<file path="config.mk">
export PLATFORM = sky130hd
export DESIGN_NAME = sem_mag
export DESIGN_NICKNAME = d
export VERILOG_FILES = /design/src/sv/sem_pkg.sv /design/src/sv/sem_mag.sv
export SDC_FILE = /design/constraint.sdc
export NUM_CORES = 1
export LEC_CHECK = 0
export BUFFER_PORTS_ARGS = -buffer_cell sky130_fd_sc_hd__buf_2
export CAP_MARGIN = 20
export CORE_ASPECT_RATIO = 0.9
export CORE_MARGIN = 2
export CORE_UTILIZATION = 55
export DETAILED_ROUTE_END_ITERATION = 8
export GPL_TIMING_DRIVEN = 0
export PLACE_DENSITY_LB_ADDON = 0.08
export SLEW_MARGIN = 15
export SYNTH_ARGS = -nofsm -noshare
export SYNTH_HDL_FRONTEND = slang
export SYNTH_SLANG_ARGS = --single-unit
</file>
<file path="constraint.sdc">
create_clock -name clk_i -period 5.55 [get_ports clk_i]
set_input_delay 0.555 -clock clk_i [delete_from_list [all_inputs] [get_ports clk_i]]
set_output_delay 0.555 -clock clk_i [all_outputs]
set_load 0.005 [all_outputs]
</file>
<file path="src/sv/sem_pkg.sv">
// Shared types, widths and codes for the RGB Sobel edge magnitude block.
`timescale 1ns / 1ps
`default_nettype none

package sem_pkg;

  // Longest supported image row and the widths that follow from it.
  localparam int MAX_WIDTH = 1024;
  localparam int COL_W     = (MAX_WIDTH > 1) ? $clog2(MAX_WIDTH) : 1;
  localparam int WID_W     = COL_W + 1;

  // Fixed field widths of the configuration registers.
  localparam int FRAME_WIDTH_W  = 11;
  localparam int FRAME_HEIGHT_W = 16;
  localparam int ROW_W          = FRAME_HEIGHT_W + 1;

  // Pixel and arithmetic widths.
  localparam int NUM_CH     = 3;
  localparam int CH_W       = 8;
  localparam int PIX_W      = NUM_CH * CH_W;
  localparam int GRAD_W     = CH_W + 3;
  localparam int SQ_W       = 2 * GRAD_W - 2;
  localparam int SUM_W      = SQ_W + 1;
  localparam int RAD_W      = 2 * CH_W;
  localparam int REM_W      = CH_W + 3;
  localparam int ROOT_STEPS = CH_W;
  localparam int STEP_W     = $clog2(ROOT_STEPS);

  // Saturation: a rounded root above the channel maximum starts at this sum.
  localparam int                 CH_MAX_INT = (1 << CH_W) - 1;
  localparam logic [CH_W-1:0]    CH_MAX     = CH_W'(CH_MAX_INT);
  localparam logic [SUM_W-1:0]   SAT_LIMIT  =
    SUM_W'(CH_MAX_INT * CH_MAX_INT + CH_MAX_INT + 1);

  // Configuration port.
  localparam int CFG_IDX_W  = 8;
  localparam int CFG_DATA_W = 16;

  typedef enum logic [CFG_IDX_W-1:0] {
    REG_FRAME_WIDTH  = 8'd0,
    REG_FRAME_HEIGHT = 8'd1
  } cfg_reg_e;

  // Input item kinds.
  localparam logic MODE_PIXEL = 1'b0;
  localparam logic MODE_FLUSH = 1'b1;

  typedef logic [PIX_W-1:0]         pix_t;
  typedef logic signed [GRAD_W-1:0] grad_t;

  // Top level sequencer.
  typedef enum logic [1:0] {
    ST_IDLE,
    ST_READ,
    ST_ROOT
  } st_e;

  // Magnitude unit sequencer.
  typedef enum logic [2:0] {
    MST_IDLE,
    MST_SQUARE,
    MST_SUM,
    MST_ITER,
    MST_DONE
  } mst_e;

  // Request to a magnitude unit and its answer.
  typedef struct packed {
    logic  start;
    grad_t gx;
    grad_t gy;
  } mag_req_t;

  typedef struct packed {
    logic            valid;
    logic [CH_W-1:0] mag;
  } mag_rsp_t;

endpackage

`default_nettype wire

</file>
<file path="src/sv/sem_mag.sv">
// Gradient magnitude unit: squares, sums and takes a rounded, saturated root.
`timescale 1ns / 1ps
`default_nettype none

module sem_mag (
  input  wire logic             clk_i,
  input  wire logic             rst_ni,
  input  wire sem_pkg::mag_req_t req_i,
  output sem_pkg::mag_rsp_t     rsp_o
);

  sem_pkg::mst_e state_q, state_d;

  sem_pkg::grad_t                   gx_q, gy_q;
  logic [sem_pkg::SQ_W-1:0]         sqx_q, sqy_q;
  logic [sem_pkg::RAD_W-1:0]        rad_q;
  logic                             sat_q;
  logic [sem_pkg::CH_W-1:0]         root_q, root_d;
  logic [sem_pkg::REM_W-1:0]        rem_q, rem_d;
  logic [sem_pkg::STEP_W-1:0]       step_q;

  logic signed [2*sem_pkg::GRAD_W-1:0] prod_x, prod_y;
  logic [sem_pkg::SUM_W-1:0]           sum;
  logic [sem_pkg::REM_W-1:0]           rem_sh, trial;
  logic                                start;

  assign start = req_i.start && (state_q == sem_pkg::MST_IDLE ||
                                 state_q == sem_pkg::MST_DONE);

  // Squares and their sum.
  assign prod_x = gx_q * gx_q;
  assign prod_y = gy_q * gy_q;
  assign sum    = sem_pkg::SUM_W'(sqx_q) + sem_pkg::SUM_W'(sqy_q);

  // One restoring root step: bring down two radicand bits, try the next root bit.
  always_comb begin
    rem_sh = {rem_q[sem_pkg::REM_W-3:0], rad_q[sem_pkg::RAD_W-1 -: 2]};
    trial  = sem_pkg::REM_W'({root_q, 2'b01});
    if (rem_sh >= trial) begin
      rem_d  = rem_sh - trial;
      root_d = {root_q[sem_pkg::CH_W-2:0], 1'b1};
    end else begin
      rem_d  = rem_sh;
      root_d = {root_q[sem_pkg::CH_W-2:0], 1'b0};
    end
  end

  // Next state.
  always_comb begin
    state_d = state_q;
    unique case (state_q)
      sem_pkg::MST_IDLE, sem_pkg::MST_DONE: begin
        if (start) begin
          state_d = sem_pkg::MST_SQUARE;
        end
      end
      sem_pkg::MST_SQUARE: state_d = sem_pkg::MST_SUM;
      sem_pkg::MST_SUM:    state_d = sem_pkg::MST_ITER;
      sem_pkg::MST_ITER: begin
        if (step_q == '0) begin
          state_d = sem_pkg::MST_DONE;
        end
      end
      default: state_d = sem_pkg::MST_IDLE;
    endcase
  end

  always_ff @(posedge clk_i or negedge rst_ni) begin
    if (!rst_ni) begin
      state_q <= sem_pkg::MST_IDLE;
    end else begin
      state_q <= state_d;
    end
  end

  // Datapath registers.
  always_ff @(posedge clk_i) begin
    if (start) begin
      gx_q <= req_i.gx;
      gy_q <= req_i.gy;
    end
    if (state_q == sem_pkg::MST_SQUARE) begin
      sqx_q <= prod_x[sem_pkg::SQ_W-1:0];
      sqy_q <= prod_y[sem_pkg::SQ_W-1:0];
    end
    if (state_q == sem_pkg::MST_SUM) begin
      rad_q  <= sum[sem_pkg::RAD_W-1:0];
      sat_q  <= sum >= sem_pkg::SAT_LIMIT;
      root_q <= '0;
      rem_q  <= '0;
      step_q <= sem_pkg::STEP_W'(sem_pkg::ROOT_STEPS - 1);
    end
    if (state_q == sem_pkg::MST_ITER) begin
      rad_q  <= {rad_q[sem_pkg::RAD_W-3:0], 2'b00};
      root_q <= root_d;
      rem_q  <= rem_d;
      step_q <= step_q - sem_pkg::STEP_W'(1);
    end
  end

  // Round half up: the remainder above the floor root means the next integer.
  always_comb begin
    rsp_o.valid = (state_q == sem_pkg::MST_DONE);
    if (sat_q) begin
      rsp_o.mag = sem_pkg::CH_MAX;
    end else if (rem_q > sem_pkg::REM_W'(root_q)) begin
      rsp_o.mag = root_q + sem_pkg::CH_W'(1);
    end else begin
      rsp_o.mag = root_q;
    end
  end

endmodule

`default_nettype wire

</file>
==> impl_metrics.py <==
metrics = {
    "worst_hold_path": {
        "min_path_type": "in2reg",
        "hp-start": "req_i[7]",
    },
    "synthesis": {
        "synthTopCellsByArea": "fa_1 (30%), edfxtp_1 (23%), ha_1 (11%)",
        "synth_fa_ha_area_share_pct": 41.2,
        "synth-seq-cells": 102,
        "synth-compound-area-share_pct": 7.23,
        "yosysSeqAreaShare_pct": 23.8,
        "syn_nets": 1594,
        "synth_top_family_by_area": "adder cells",
        "netlist_instances": 1264,
        "syn-cell-area_um2": 12700,
        "synth.top_cell.area_share_pct": 29.9,
        "synth_xor_xnor_area_share_pct": 5.17,
        "async_flop_share_pct": 2.94,
        "synth-main-ff-cell": "edfxtp_1",
        "synth_enable_flop_cells": 97,
        "synthMostInstantiatedCell": "inv_1",
        "synthDistinctLibCells": 62,
        "synthTopCellsByCount": "inv_1 (287), fa_1 (190), ha_1 (115)",
        "synthSimpleGateAreaFrac_pct": 12.5,
        "syn_area_per_cell_um2": 10.1,
        "synthMuxAreaShare_pct": 0.788,
        "yosysWarnings": 0,
        "synth_top_cell_by_area": "fa_1",
    },
    "clock_tree": {
        "clkSinkCount": 102,
        "clock_path_buffers": 2,
        "cts_inserted_buffers": 9,
        "insertion_delay_ps": 370,
        "cts_tree": "yes",
        "cts.clk_slew.worst_paths_ps": 80,
        "cts_max_level": 3,
        "cts-root-buf": "clkbuf_16",
    },
    "sta": {
        "hold_viol": 0,
        "max_freq_mhz": 186,
        "setup_viol": 0,
        "rsz0062_at_grt": "yes",
        "setup-tns-final_ps": 0,
        "slew_violations": 0,
        "final.period_utilization_pct": 96.7,
        "min_period_ps": 5360,
        "max-slew-margin-rel_pct": 50.0,
        "fin_skew_ps": 10.4,
        "tightest_slew_ps": 750,
    },
    "die": {
        "initial_core_util_pct": 56.3,
        "core-area_um2": 22600,
        "dieWidth_um": 164,
        "dieArea_um2": 24300,
        "dieHeight_um": 148,
        "ios": 34,
        "num_rows": 52,
    },
    "final_layout": {
        "syn_to_final_growth_pct": 10.2,
        "nFillCells": 1953,
        "final_area_um2": 14000,
        "num_antenna_cells": 0,
        "nets": 1674,
        "drive_above_1_share_pct": 10.5,
        "regArea_um2": 3030,
        "multiInputGateArea_um2": 8590,
    },
    "critical_path": {
        "cp_max_fo": 9,
        "endpoint_kind": "flip-flop",
        "worstPathRequired_ps": 5680,
        "startpoint_type": "flip-flop",
        "path_class": "reg2reg",
        "crit_arrival_ps": 5490,
        "worstReg2RegStart": "gy_q[6]",
        "critPathLaunch": "gy_q[6]",
    },
    "power_and_ir_drop": {
        "clkPwrFrac_pct": 12.3,
        "p_comb_share_pct": 61.4,
        "power_density_nw_per_um2": 383,
        "p_sw_w": 0.00228,
        "swShare_pct": 42.5,
        "ir_worst_vdd_mv": 0.326,
        "intPower_w": 0.00308,
        "p_leak_nw": 6.58,
        "p_seq_share_pct": 26.3,
    },
    "placement": {
        "place_area_um2": 13300,
        "place_congestion": 0.865,
        "port_buffers": 33,
        "place_hpwl_um": 19200,
    },
    "routing": {
        "drc_errors": 0,
        "vias": 8496,
        "first_pass_iters": 5,
        "drt_iter0_markers": 318,
        "vias_per_cell": 5.16,
        "wl_um": 24000,
        "ant_nets": 0,
        "drt-wirelength-per-cell_um": 14.6,
    },
    "global_routing": {
        "antenna_found_initial": 0,
        "grt_max_degree": 24,
        "overflow": 0,
        "grt_pass1_vias": 8949,
        "track_usage_pct": 21.7,
        "grt_pass1_wl_um": 41700,
    },
    "run_status": {
        "status": "complete, no violations",
    },
    "flow_run": {
        "drv_cap": 0,
    },
}
## worst paths after layout
| kind | to | slack [ps] | cells after the start |
|---|---|---|---|
| max reg2reg | sqy_q[19] | 190 | 20 |
| max | sqy_q[19] | 190 | 20 |
| max in group asynchronous | state_q[1] | 4930 | 2 |
| min | gy_q[7] | 350 | 1 |
| min reg2reg | rad_q[0] | 480 | 2 |
| min in group asynchronous | state_q[0] | 500 | 2 |
## power by group through the flow
| stage | clock network, W | logic, W | registers, W |
|---|---|---|---|
| 2_1_floorplan | 0 | 0.00259 | 0.00139 |
| 3_3_place_gp | 0 | 0.00311 | 0.00144 |
| 3_5_place_dp | 0 | 0.00322 | 0.00143 |
| 4_1_cts | 0.000682 | 0.00325 | 0.00141 |
| 5_1_grt | 0.000702 | 0.00378 | 0.00143 |
| 6_report | 0.000660 | 0.00330 | 0.00141 |
## cells in the final DEF, fill, tap and decap left out, types with 5 or more instances in the layout
master     instances
nor2b_1           28
nand2b_1          13
o21ai_0           28
o21a_1            10
a21o_1            10
mux2i_1           10
a211oi_1           8
buf_6              6
clkbuf_16          9
buf_4             40
and2_1            56
nor3_1            19
a31oi_1            5
nor2_1            83
buf_2             34
a21oi_1           37
xor2_1            11
inv_1            284
xnor2_1           64
edfxtp_1          97
clkbuf_1           8
nand3_1            7
nand2_1           74
fa_1             188
ha_1             110
## layout make-up
cell class	instances	area share [%]
inverter	287	7.69
clock buffer	9	1.61
sequential	102	21.6
tap	297	2.65
clock inverter	7	0.474
timing repair buffer	75	3.65
multi-input combinational	848	61.4
buffer	21	0.929
## per-layer routing
metal	up-vias	global-route usage (%)	part of all wire [%]
met5	-	0	0
met4	0	3.77	0.92
met3	21	2.68	2.8
met2	87	38.2	51
met1	4243	29.4	46
li1	4145	-	-
## registers in the layout, indices dropped and copies added, names as in the netlist, 8 cells and up
name / count
root_q: 8
rad_q: 16
gy_q: 11
sqx_q: 19
rem_q: 11
sqy_q: 19
gx_q: 11
## worst max-delay path, cell delays in order, from the launching register on
cell and delay, ps:
edfxtp_1 370, buf_6 150, inv_1 110, nor2_2 140
inv_1 70, fa_1 530, fa_1 450, fa_1 540
inv_1 50, fa_1 520, inv_1 50, fa_1 520
inv_1 40, ha_2 310, a21oi_2 150, nor2b_1 70
or3_1 340, o31a_1 290, a41oi_2 170, a21oi_1 100
xnor2_1 130
## kinds of logic after synthesis
logic type                 count (synthesis)
and+or+nand+nor                          318
buffers and inverters                    314
adders and majority gates                305
AOI/OAI and AO/OA                        140
DFF                                      102
xor gates and xnor gates                  75
muxes                                     10
## stage by stage
| step | util [%] | std cells | setup slack (ps) | hold WS [ps] | power [W] |
|---|---|---|---|---|---|
| after floorplan | - | 1264 | 196 | 259 | 0.00399 |
| after global placement | 58.7 | 1594 | -269 | 352 | 0.00455 |
| after detailed placement | 59.0 | 1599 | -337 | 359 | 0.00464 |
| after CTS | 60.8 | 1623 | 1.22 | 341 | 0.00534 |
| after global routing | 62.0 | 1646 | -45.2 | 341 | 0.00591 |
| final | 62.0 | 1646 | 186 | 355 | 0.00536 |
## timing repair
action	CTS	global route
buffers inserted	13	23
hold buffers	1	0
endpoints found under the hold margin	3	0
pin swaps	0	6
setup endpoints to repair	8	7
resized for setup	17	38
Note: power is estimated with default switching activity, not from simulation.
